[config.mk]
export PLATFORM = sky130hd
export DESIGN_NAME = ir_command_frame_encoder_core
export DESIGN_NICKNAME = d
export VERILOG_FILES = /design/src/irfe_pkg.sv /design/src/irfe_reverse.sv /design/src/ir_command_frame_encoder_core.sv
export VERILOG_INCLUDE_DIRS = /design/src /design/src/src
export SDC_FILE = /design/constraint.sdc
export NUM_CORES = 1
export LEC_CHECK = 0
export BUFFER_PORTS_ARGS = -buffer_cell sky130_fd_sc_hd__buf_4
export CAP_MARGIN = 25
export CORE_UTILIZATION = 50
export DETAILED_ROUTE_END_ITERATION = 6
export GPL_ROUTABILITY_DRIVEN = 1
export GPL_TIMING_DRIVEN = 0
export PLACE_DENSITY = 0.81
export SLEW_MARGIN = 10
export SYNTH_ARGS = -nofsm -noshare
export SYNTH_HDL_FRONTEND = slang
export SYNTH_SLANG_ARGS = --single-unit
[constraint.sdc]
create_clock -name i_clk -period 3.14 [get_ports i_clk]
set_clock_uncertainty 0.2 [all_clocks]
set_input_delay 0.314 -clock i_clk [delete_from_list [all_inputs] [get_ports i_clk]]
set_output_delay 0.314 -clock i_clk [all_outputs]
set_load 0.1 [all_outputs]
[src/ir_command_frame_encoder_core_assert.svh]
// assertion macros for the ir command frame encoder
`ifndef IR_COMMAND_FRAME_ENCODER_CORE_ASSERT_SVH
`define IR_COMMAND_FRAME_ENCODER_CORE_ASSERT_SVH

// same-cycle implication, checked out of reset
`define IRFE_ASSERT_IMPL(lbl, ante, cons, msg) \
    lbl: assert property (@(posedge i_clk) disable iff (!i_rst_n) (ante) |-> (cons)) \
        else $error(msg);

// next-cycle implication, checked out of reset
`define IRFE_ASSERT_NEXT(lbl, ante, cons, msg) \
    lbl: assert property (@(posedge i_clk) disable iff (!i_rst_n) (ante) |=> (cons)) \
        else $error(msg);

`endif

[src/irfe_pkg.sv]
// shared types and constants for the ir command frame encoder
package irfe_pkg;

    localparam int unsigned FRAME_W  = 48;
    localparam int unsigned NBITS_W  = 6;
    localparam int unsigned SENDS_W  = 9;
    localparam int unsigned FRAMES_W = 10;

    // protocol selector codes
    localparam logic [2:0] FUNC_NECEXT   = 3'd0;
    localparam logic [2:0] FUNC_SIRC12   = 3'd1;
    localparam logic [2:0] FUNC_SIRC15   = 3'd2;
    localparam logic [2:0] FUNC_SIRC20   = 3'd3;
    localparam logic [2:0] FUNC_KASEIKYO = 3'd4;

    // frame lengths
    localparam logic [NBITS_W-1:0] NBITS_NONE   = 6'd0;
    localparam logic [NBITS_W-1:0] NBITS_SIRC12 = 6'd12;
    localparam logic [NBITS_W-1:0] NBITS_SIRC15 = 6'd15;
    localparam logic [NBITS_W-1:0] NBITS_SIRC20 = 6'd20;
    localparam logic [NBITS_W-1:0] NBITS_NECEXT = 6'd32;
    localparam logic [NBITS_W-1:0] NBITS_KSK    = 6'd48;

    typedef enum logic [1:0] {
        KIND_NEC  = 2'd0,
        KIND_SIRC = 2'd1,
        KIND_KSK  = 2'd2,
        KIND_BAD  = 2'd3
    } t_kind;

    // decode stage: frame bits in transmit-reversed order, check byte still open
    typedef struct packed {
        t_kind               kind;
        logic [NBITS_W-1:0]  nbits;
        logic [SENDS_W-1:0]  sends;
        logic [39:0]         raw;
    } t_decode;

    // assembled frame, lsb is the first bit sent
    typedef struct packed {
        logic [FRAME_W-1:0]  data;
        logic [NBITS_W-1:0]  nbits;
        logic [FRAMES_W-1:0] frames;
        logic                bad;
    } t_frame;

endpackage

[src/irfe_reverse.sv]
// output stage: reverses the frame over its length and registers the result
module irfe_reverse
    import irfe_pkg::*;
(
    input  logic               i_clk,
    input  logic               i_rst_n,
    input  logic               i_valid,
    input  t_frame             i_frame,
    output logic               o_valid,
    output t_frame             o_frame
);

    logic [FRAME_W-1:0] w_rev;
    logic [NBITS_W-1:0] w_shift;
    logic               r_valid;
    t_frame             r_frame;
    t_frame             n_frame;

    always_comb begin
        for (int i = 0; i < FRAME_W; i++) begin
            w_rev[i] = i_frame.data[FRAME_W-1-i];
        end
        w_shift = NBITS_KSK - i_frame.nbits;
        n_frame = i_frame;
        // full-width reverse, then right-align over the frame length
        n_frame.data = w_rev >> w_shift;
    end

    always_ff @(posedge i_clk) begin
        if (!i_rst_n) begin
            r_valid <= 1'b0;
        end else begin
            r_valid <= i_valid;
        end
    end

    always_ff @(posedge i_clk) begin
        r_frame <= n_frame;
    end

    assign o_valid = r_valid;
    assign o_frame = r_frame;

endmodule

[src/ir_command_frame_encoder_core.sv]
// top level of the ir command frame encoder: decode, assemble and reverse stages
//
// usage:
//   command channel: drive i_func, i_address_word and i_command_word with i_start
//   high; a word is taken at every rising edge where i_start is high and o_busy is
//   low. o_busy never rises, so one word can enter in every cycle.
//   result channel: o_done is high for exactly one cycle with o_frame_data,
//   o_bit_count, o_frames_total and o_bad_protocol; the receiver takes it at the
//   edge that ends that cycle and cannot stall it.
//   config channel: i_cfg_data is written into extra_repeats when i_cfg_valid and
//   o_cfg_ready are high; o_cfg_ready is always high. write it only while idle.
// pipeline: the accepting edge loads the decode register, then the word passes the
//   assemble register and the reverse/output register before the result is taken.
// throughput: one word per cycle, set by the three-stage register pipeline.
// reset: i_rst_n low at a rising edge clears the stage valid bits and sets
//   extra_repeats to zero; words in flight are dropped.
// frame_data is right-aligned, the first bit sent is bit bit_count-1.
module ir_command_frame_encoder_core
    import irfe_pkg::*;
(
    input  logic                i_clk,
    input  logic                i_rst_n,
    // command channel
    input  logic                i_start,
    output logic                o_busy,
    input  logic [2:0]          i_func,
    input  logic [31:0]         i_address_word,
    input  logic [31:0]         i_command_word,
    // config channel
    input  logic                i_cfg_valid,
    output logic                o_cfg_ready,
    input  logic [7:0]          i_cfg_data,
    // result channel
    output logic                o_done,
    output logic [FRAME_W-1:0]  o_frame_data,
    output logic [NBITS_W-1:0]  o_bit_count,
    output logic [FRAMES_W-1:0] o_frames_total,
    output logic                o_bad_protocol
);

    logic          w_accept;
    logic [7:0]    r_extra_repeats;

    // stage 1: decode
    logic          r_s1_valid;
    t_decode       r_s1;
    t_decode       n_s1;

    // stage 2: assemble
    logic          r_s2_valid;
    t_frame        r_s2;
    t_frame        n_s2;

    // stage 3 lives in the reverse block
    logic          w_s3_valid;
    t_frame        w_s3;

    // kaseikyo byte fields
    logic [7:0]    w_b0;
    logic [7:0]    w_b1;
    logic [7:0]    w_par;
    logic [3:0]    w_par4;
    logic [9:0]    w_d;
    logic [7:0]    w_b2;
    logic [7:0]    w_b3;
    logic [7:0]    w_b4;
    logic [7:0]    w_b5;

    // sirc byte-swapped fields
    logic [15:0]   w_sa;
    logic [6:0]    w_sc;

    // no backpressure anywhere in the pipe
    assign o_busy      = 1'b0;
    assign o_cfg_ready = 1'b1;
    assign w_accept    = i_start && !o_busy;

    always_ff @(posedge i_clk) begin
        if (!i_rst_n) begin
            r_extra_repeats <= 8'd0;
        end else if (i_cfg_valid && o_cfg_ready) begin
            r_extra_repeats <= i_cfg_data;
        end
    end

    // ---------------------------------------------------------------- decode
    always_comb begin
        // sirc: address low byte from byte 3, high byte from byte 2
        w_sa   = {i_address_word[23:16], i_address_word[31:24]};
        w_sc   = i_command_word[30:24];
        // kaseikyo: vendor bytes, nibble parity, 10-bit data
        w_b0   = i_address_word[23:16];
        w_b1   = i_address_word[15:8];
        w_par  = w_b0 ^ w_b1;
        w_par4 = w_par[3:0] ^ w_par[7:4];
        w_d    = {i_command_word[17:16], i_command_word[31:24]};
        w_b2   = {i_address_word[31:28], w_par4};
        w_b3   = {w_d[3:0], i_address_word[27:24]};
        w_b4   = {i_address_word[1:0], w_d[9:4]};

        n_s1.sends = {1'b0, r_extra_repeats} + SENDS_W'(1);
        n_s1.raw   = '0;
        unique case (i_func) inside
            FUNC_NECEXT: begin
                // reversing {cmd, addr} over 32 bits equals two 16-bit reversals
                n_s1.kind  = KIND_NEC;
                n_s1.nbits = NBITS_NECEXT;
                n_s1.raw   = {8'd0, i_command_word[7:0], i_command_word[15:8],
                              i_address_word[7:0], i_address_word[15:8]};
            end
            FUNC_SIRC12: begin
                n_s1.kind  = KIND_SIRC;
                n_s1.nbits = NBITS_SIRC12;
                n_s1.raw   = {28'd0, w_sa[4:0], w_sc};
            end
            FUNC_SIRC15: begin
                n_s1.kind  = KIND_SIRC;
                n_s1.nbits = NBITS_SIRC15;
                n_s1.raw   = {25'd0, w_sa[7:0], w_sc};
            end
            FUNC_SIRC20: begin
                n_s1.kind  = KIND_SIRC;
                n_s1.nbits = NBITS_SIRC20;
                n_s1.raw   = {20'd0, w_sa[12:0], w_sc};
            end
            FUNC_KASEIKYO: begin
                n_s1.kind  = KIND_KSK;
                n_s1.nbits = NBITS_KSK;
                n_s1.raw   = {w_b4, w_b3, w_b2, w_b1, w_b0};
            end
            default: begin
                n_s1.kind  = KIND_BAD;
                n_s1.nbits = NBITS_NONE;
            end
        endcase
    end

    always_ff @(posedge i_clk) begin
        if (!i_rst_n) begin
            r_s1_valid <= 1'b0;
        end else begin
            r_s1_valid <= w_accept;
        end
    end

    always_ff @(posedge i_clk) begin
        r_s1 <= n_s1;
    end

    // -------------------------------------------------------------- assemble
    always_comb begin
        // check byte is the xor of bytes two to four
        w_b5 = r_s1.raw[39:32] ^ r_s1.raw[31:24] ^ r_s1.raw[23:16];

        n_s2.nbits = r_s1.nbits;
        case (r_s1.kind)
            KIND_NEC: begin
                n_s2.data   = {8'd0, r_s1.raw};
                n_s2.frames = {1'b0, r_s1.sends};
                n_s2.bad    = 1'b0;
            end
            KIND_SIRC: begin
                // three frames per transmission
                n_s2.data   = {8'd0, r_s1.raw};
                n_s2.frames = {1'b0, r_s1.sends} + {r_s1.sends, 1'b0};
                n_s2.bad    = 1'b0;
            end
            KIND_KSK: begin
                n_s2.data   = {w_b5, r_s1.raw};
                n_s2.frames = {1'b0, r_s1.sends};
                n_s2.bad    = 1'b0;
            end
            default: begin
                // nothing is sent for an unknown selector
                n_s2.data   = '0;
                n_s2.frames = '0;
                n_s2.bad    = 1'b1;
            end
        endcase
    end

    always_ff @(posedge i_clk) begin
        if (!i_rst_n) begin
            r_s2_valid <= 1'b0;
        end else begin
            r_s2_valid <= r_s1_valid;
        end
    end

    always_ff @(posedge i_clk) begin
        r_s2 <= n_s2;
    end

    // --------------------------------------------------------------- reverse
    irfe_reverse u_reverse (
        .i_clk   (i_clk),
        .i_rst_n (i_rst_n),
        .i_valid (r_s2_valid),
        .i_frame (r_s2),
        .o_valid (w_s3_valid),
        .o_frame (w_s3)
    );

    assign o_done         = w_s3_valid;
    assign o_frame_data   = w_s3.data;
    assign o_bit_count    = w_s3.nbits;
    assign o_frames_total = w_s3.frames;
    assign o_bad_protocol = w_s3.bad;

    // ------------------------------------------------------------ assertions
`include "ir_command_frame_encoder_core_assert.svh"

    `IRFE_ASSERT_IMPL(a_latency, w_accept, ##3 o_done, "accepted word did not finish in three cycles")
    `IRFE_ASSERT_IMPL(a_no_orphan, o_done, $past(w_accept, 3), "result without an accepted word")
    `IRFE_ASSERT_IMPL(a_bad_len, o_done, o_bad_protocol == (o_bit_count == NBITS_NONE), "error flag and length disagree")
    `IRFE_ASSERT_IMPL(a_frames, o_done && !o_bad_protocol, o_frames_total != '0, "valid frame with zero frame count")
    `IRFE_ASSERT_NEXT(a_s2_follow, r_s1_valid, r_s2_valid, "decode stage word lost before assemble")

endmodule

==> metrics, run 1 <==
most frequent cell on the critical path buf_6; Clock Path Buffers 2; worst skew pair latency 0.43 ns; Yosys warning total 0; CP max stage delay 0.37 ns; first-pass GRT wire length 34700 um; worst-path cell chain buf_6 > buf_6 > inv_2 > ha_1 > buf_4 > buf_2 > mux4_2 > mux2_2 > o211ai_1 > o21ai_0; largest net degree at the start of global routing 19; Reg2Reg Launch Point r_s2[12]$_DFF_P_; I/O pin count 147; Synthesized Nets 892; CTS H-tree lvls 4; max-cap violations 0; RSZ-0062 raised after global routing no; initial antenna violation count 0; Cells after Synth 801; share of the synthesized area in the top cell type 46.9%; Layout Nets 1108; Seq cells post-synth 195; Critical Path Fanout Max 10; postcts setup bufs 0; CTS tree done; Avg Cell Area, Syn 10.4 um2; Fmax achieved 330 MHz; Vias 6693; status finished, final reports clean; Post-synth ARST share 0%; filler instances 1224; Clock transition at path regs 0.07 ns; post-DP HPWL 16100 um; routed wire length 22200 um; fin crit share 96.6%; Cell variety after synth 59; Storage cell area 3900 um2; routability cong. 0.984; worst-margin pin slew 0.607 ns; DRT iter0 DRCs 511; layout cells sized above 1 24.1%; DIE AREA 17200 um2; r2r setup slk 0.11 ns; WL/cell 17.8 um; Hold WC Path Type in2reg; Mapped Area 8330 um2; LEAKAGE 4.59 nW; Setup crit start r_s2[12]$_DFF_P_; Required @ worst endpoint 3.22 ns; Seq/Total Area, Yosys 46.9%; Port Buffers 136; Die Wd 131 um; reg2reg end u_reverse.o_frame[28]$_DFF_P_; Primary FF master, synth dfxtp_1; Sink Count 195; post-route ant nets 0; Area growth, synth to finish 29.9%; root buffer cell clkbuf_16; total CTS buffers 17; final slew viol count 0; PwrDens 594 nW/um2; Setup Viol. Count Final 0; # DRC 0; mean number of vias per cell 5.37; cell row count 46; FF-to-FF path depth 10; Tmin final 3.03 ns; ANT cells 0; Setup Total Neg Slack 0 ns; Yosys top cell by area dfxtp_1; crit path capture u_reverse.o_frame[28]$_DFF_P_; Worst path depth 10; multi-input logic area 4090 um2; GRT Util Overall 27.1%; largest cells by area after synthesis dfxtp_1 (47%), mux4_2 (9.2%), mux2i_1 (7.9%); Starting Density 51.9%; Remaining Overflow, GRT 0; slowest stage cell, crit path mux4_2; maximum vdd drop 0.000394 V; commonest non-fill, non-tap cell in the layout dfxtp_1; count of flip-flops with a built-in enable after synthesis 0; vias in the first global route 6629; crit path capture type register; most frequent cells in the layout dfxtp_1 (195), buf_4 (144), nand2_1 (72); WS Path Type reg2reg; CP Buf/Inv Count 5; iteration count of the initial detailed-routing pass 5; Core Area 16100 um2; hold violation count in the final report 0; total power 6.43 mW; CP top delay family buffers and inverters; Worst Setup Start Kind register; relative slew slack 58.4%; Die Ht 131 um; Worst EP arrival 3.12 ns
## area by class of cell
class | count | area share, %
Multi-Input combinational cell | 537 | 37.8
Sequential cell | 195 | 36.1
Timing Repair Buffer | 197 | 15.1
Clock buffer | 20 | 4.22
Buffer | 53 | 2.72
Tap cell | 216 | 2.50
Clock inverter | 12 | 1.07
Inverter | 16 | 0.555
## where the power goes
group	switching, mW	internal (mW)
Combinational	1.10	0.537
Sequential	0.0895	2.64
Clock	0.972	1.09
Total	2.16	4.27
## logic make-up (layout without fill, tap and decap cells)
kind of cell | count (synthesis) | in the layout | synth area share, %
simple gates | 253 | 253 | 14.8
flops | 195 | 195 | 46.9
compound gates | 116 | 116 | 8.74
mux | 112 | 112 | 18.8
buf+inv | 69 | 298 | 4.11
xor+xnor | 42 | 42 | 4.73
fa+ha+maj | 12 | 12 | 1.89
other cells | 2 | 2 | 0.0901
## worst reg2reg max path, stage by stage, from the launching register on
cell	delay [ns]
dfxtp_1	0.34
buf_6	0.18
buf_6	0.20
inv_2	0.15
ha_1	0.34
buf_4	0.22
buf_2	0.30
mux4_2	0.37
mux2_2	0.27
o211ai_1	0.16
o21ai_0	0.16
## synth_stat cells, drive strengths merged (7+ instances only)
cell type	n
o21ai	50
and2	53
dfxtp	195
a21oi	17
xnor2	29
mux4	34
inv	16
clkbuf	27
nor2b	12
o22ai	7
buf	26
mux2i	66
nand3	29
nor2	60
o211ai	8
nand2	72
ha	11
and3	8
xor2	13
mux2	12
## state kept, by name, summed over array words and instances, names as in the netlist
signal and cells:
r_s1_valid 1, r_extra_repeats 8, r_s2_valid 1, r_s1 51
n_s2 5, r_s2 64, u_reverse.o_frame 64, u_reverse.o_valid 1
## how the worst min path moves through the flow
stage,start,to,cells past startpoint
floorplan,n_s2[12]$_SDFF_PN0_,r_s2[12]$_DFF_P_,0
global placement,r_s2[7]$_SDFF_PP0_,u_reverse.o_frame[7]$_DFF_P_,0
detailed placement,r_s2[8]$_SDFF_PP0_,u_reverse.o_frame[8]$_DFF_P_,0
CTS,i_address_word[5],r_s1[13]$_SDFF_PN0_,3
global route,i_address_word[5],r_s1[13]$_SDFF_PN0_,3
finish,i_address_word[7],r_s1[15]$_SDFF_PN0_,3
## per-stage QoR
| step | hold WS [ns] | cells | util [%] | instance area, um2 | worst slack (ns) |
|---|---|---|---|---|---|
| floorplan | 0.110 | 801 | - | 8330 | 0.464 |
| global placement | 0.111 | 1153 | 59.9 | 9620 | 0.0119 |
| detailed placement | 0.112 | 1153 | 59.9 | 9620 | 0.0153 |
| CTS | 0.00151 | 1246 | 67.3 | 10800 | 0.0397 |
| global route | 0.0229 | 1246 | 67.4 | 10800 | 0.00801 |
| finish | 0.0135 | 1246 | 67.4 | 10800 | 0.107 |
## per-layer routing
| metal | vias to the layer above | wire length (um) | GRT usage (%) |
|---|---|---|---|
| li1 | 3214 | - | - |
| met1 | 3091 | 9380 | 33.6 |
| met2 | 331 | 10500 | 45.3 |
| met3 | 57 | 1420 | 5.24 |
| met4 | 0 | 840 | 13.7 |
| met5 | - | 0 | 0 |
## repair_timing
item                                    4_1_cts  5_1_grt
endpoints found under the setup margin        1       18
hold endpoints to repair                     51        0
gates resized for setup                       1        4
hold buffers                                 61        0
(Power assumes the default switching activity.)
==> run 2, diff against run 1 <==
Settings changed: ABC_AREA set to 1, PLACE_DENSITY 0.81 to 0.8.
==> run 2 against run 1 <==
Area after synthesis rose by 1.0%. Largest cell class is now flip-flops and latches. Via count rose by 27%. Largest power group unchanged. Worst setup slack improved by 0.24 ns. Highest routed layer unchanged. First-iteration DRC count rose by 48%. The run now ends with hold timing left.
==> metrics, run 2 <==
status finished, violations left; failing checks hold timing; Worst Setup Start Kind register; cell row count 47; Tmin final 2.80 ns; LEAKAGE 5.34 nW; final slew viol count 0; Post-Synth Simple-Gate Area 33.1%; Port Buffers 138; Seq/Total Area, Yosys 46.4%; Yosys top cell by area dfxtp_1; DRT iter0 DRCs 754; Die Ht 132 um; Hold Startpoint i_address_word[13]; Required @ worst endpoint 3.28 ns; WL/cell 16.3 um; ANT cells 0; CTS tree done; crit path capture type register; Yosys warning total 0; Area growth, synth to finish 31.7%; Seq cells post-synth 195; total CTS buffers 17; DIE AREA 17400 um2; fin crit share 89.0%; Hold WC Path Type in2reg; Die Wd 132 um; PwrDens 616 nW/um2; Setup Viol. Count Final 0; Sink Count 195; Avg Cell Area, Syn 7.31 um2; r2r setup slk 0.34 ns; relative slew slack 61.6%; CP max stage delay 0.44 ns; reg2reg end u_reverse.o_frame[17]$_DFF_P_; worst skew pair latency 0.45 ns; routed wire length 26300 um; Post-synth top cells nand2_1 (310), nand3_1 (209), dfxtp_1 (195), nor2_1 (118), inv_1 (102); Worst EP arrival 2.94 ns; FF-to-FF path depth 12; Hold WS -0.00432 ns; GRT Util Overall 31.2%; routability cong. 1.01; Cells after Synth 1152; post-synthesis compound-gate area fraction 5.81%; Layout Nets 1474; iteration count of the initial detailed-routing pass 5; largest family of logic cells by synthesized area simple AND/OR/NAND/NOR gates; initial antenna violation count 0; Clock transition at path regs 0.09 ns; first-pass GRT wire length 42100 um; Starting Density 50.9%; Primary FF master, synth dfxtp_1; max-cap violations 0; Post-synth ARST share 0%; I/O pin count 147; WS Path Type reg2reg; Synthesized Nets 1243; maximum vdd drop 0.000447 V; # DRC 0; Adder-Cell Fraction of Synth Area 1.87%; XOR/XNOR Fraction of Synth Area 3.24%; Fmax achieved 358 MHz; Critical Path Fanout Max 11; Vias 8473; worst-path cell chain buf_6 > inv_4 > buf_6 > buf_6 > ha_1 > buf_4 > clkbuf_1 > nand3_1 > nand3_1 > nand2_1 > nand3_1 > nand2_1; post-DP HPWL 19600 um; hold violation count in the final report 1; mean number of vias per cell 5.24; Mapped Area 8420 um2; Cell variety after synth 38; post-route ant nets 0; count of flip-flops with a built-in enable after synthesis 0; Reg2Reg Launch Point r_s2[12]$_DFF_P_; total power 6.83 mW; vias in the first global route 8134; commonest non-fill, non-tap cell in the layout nand2_1; mux contribution to synthesized area 0%; Setup Total Neg Slack 0 ns; root buffer cell clkbuf_16; largest net degree at the start of global routing 23; RSZ-0062 raised after global routing no; postcts setup bufs 0; largest cells by area after synthesis dfxtp_1 (46%), nand2_1 (14%), nand3_1 (12%); worst-margin pin slew 0.576 ns; Remaining Overflow, GRT 0; Hold Crit Depth 3; layout cells sized above 1 16.8%; WHS Endpoint r_s1[5]$_SDFF_PN0_; count leader, synth nand2_1; share of the synthesized area in the top cell type 46.4%; Core Area 16500 um2; CTS H-tree lvls 4; most frequent cells in the layout nand2_1 (310), nand3_1 (209), dfxtp_1 (195); Clock Path Buffers 2; slowest stage cell, crit path clkbuf_1
[run 2: changes by cell type in the layout (fill, tap and decap cells not counted), sizes merged, moves of 13 or more]
cell,change
mux4,-34
nand2,+242
inv,+96
mux2i,-66
nor2,+59
and2,-53
buf,+25
xnor2,-19
dlygate4sd3,+13
clkbuf,-18
o21ai,-14
nand3,+182
[run 2: worst max path at each step]
stage	startpoint	end	slack, ns	depth (start not counted)
2_1_floorplan	r_s2[12]$_DFF_P_	u_reverse.o_frame[43]$_SDFF_PP0_	0.95	14
3_3_place_gp	r_s2[12]$_DFF_P_	u_reverse.o_frame[37]$_SDFF_PP0_	0.40	12
3_5_place_dp	r_s2[12]$_DFF_P_	u_reverse.o_frame[39]$_SDFF_PP0_	0.41	12
4_1_cts	r_s2[12]$_DFF_P_	u_reverse.o_frame[39]$_SDFF_PP0_	0.38	12
5_1_grt	r_s2[12]$_DFF_P_	u_reverse.o_frame[20]$_DFF_P_	0.22	14
6_report	r_s2[12]$_DFF_P_	u_reverse.o_frame[17]$_DFF_P_	0.34	12
[run 2: per-stage QoR]
step,hold slack (ns),setup slack [ns],instances,utilization (%),instance area (um2)
after floorplan,0.110,0.950,1152,-,8420
after global placement,0.110,0.397,1510,58.9,9730
after detailed placement,0.115,0.412,1510,58.9,9730
after CTS,0.00566,0.383,1616,67.1,11100
after global routing,0.00255,0.220,1616,67.1,11100
final,-0.00432,0.345,1616,67.1,11100
[run 2: cells by family after synthesis]
group | after synthesis
simple gates | 659
buf+inv | 171
xor+xnor | 29
other cells | 2
flops | 195
fa+ha+maj | 12
compound gates | 84
[run 2: worst max-delay path, delay by kind of cell, from the launching register on]
family | cells | cell delay [ns]
flops | 1 | 0.37
simple gates | 5 | 0.69
buf+inv | 6 | 1.12
fa+ha+maj | 1 | 0.27
[run 2: area by class of cell]
cell class,count,area (um2)
Inverter,110,415
Fill cell,1402,5440
Multi-Input combinational cell,786,3720
Sequential cell,195,3900
Timing Repair Buffer,212,1780
Tap cell,220,275
Clock inverter,15,194
Buffer,61,382
Clock buffer,17,425
[run 2: per-layer routing]
layer / track usage (%) / routed length (um) / part of all wire [%] / up-vias
li1: - / - / - / 4141
met4: 17.4 / 1270 / 4.8 / 0
met3: 5.11 / 2200 / 8.4 / 83
met5: 0 / 0 / 0 / -
met2: 51.4 / 12000 / 46 / 487
met1: 38.9 / 10800 / 41 / 3762
[run 2: where the power goes]
group	internal (mW)	switching [mW]
logic	0.534	1.36
clock network	1.10	1.10
registers	2.66	0.0876
[run 2: what timing repair did]
action | in CTS | in global routing
resized for setup | 0 | 0
setup endpoints to repair | 0 | 0
hold buffers | 74 | 0
hold endpoints to repair | 51 | 0
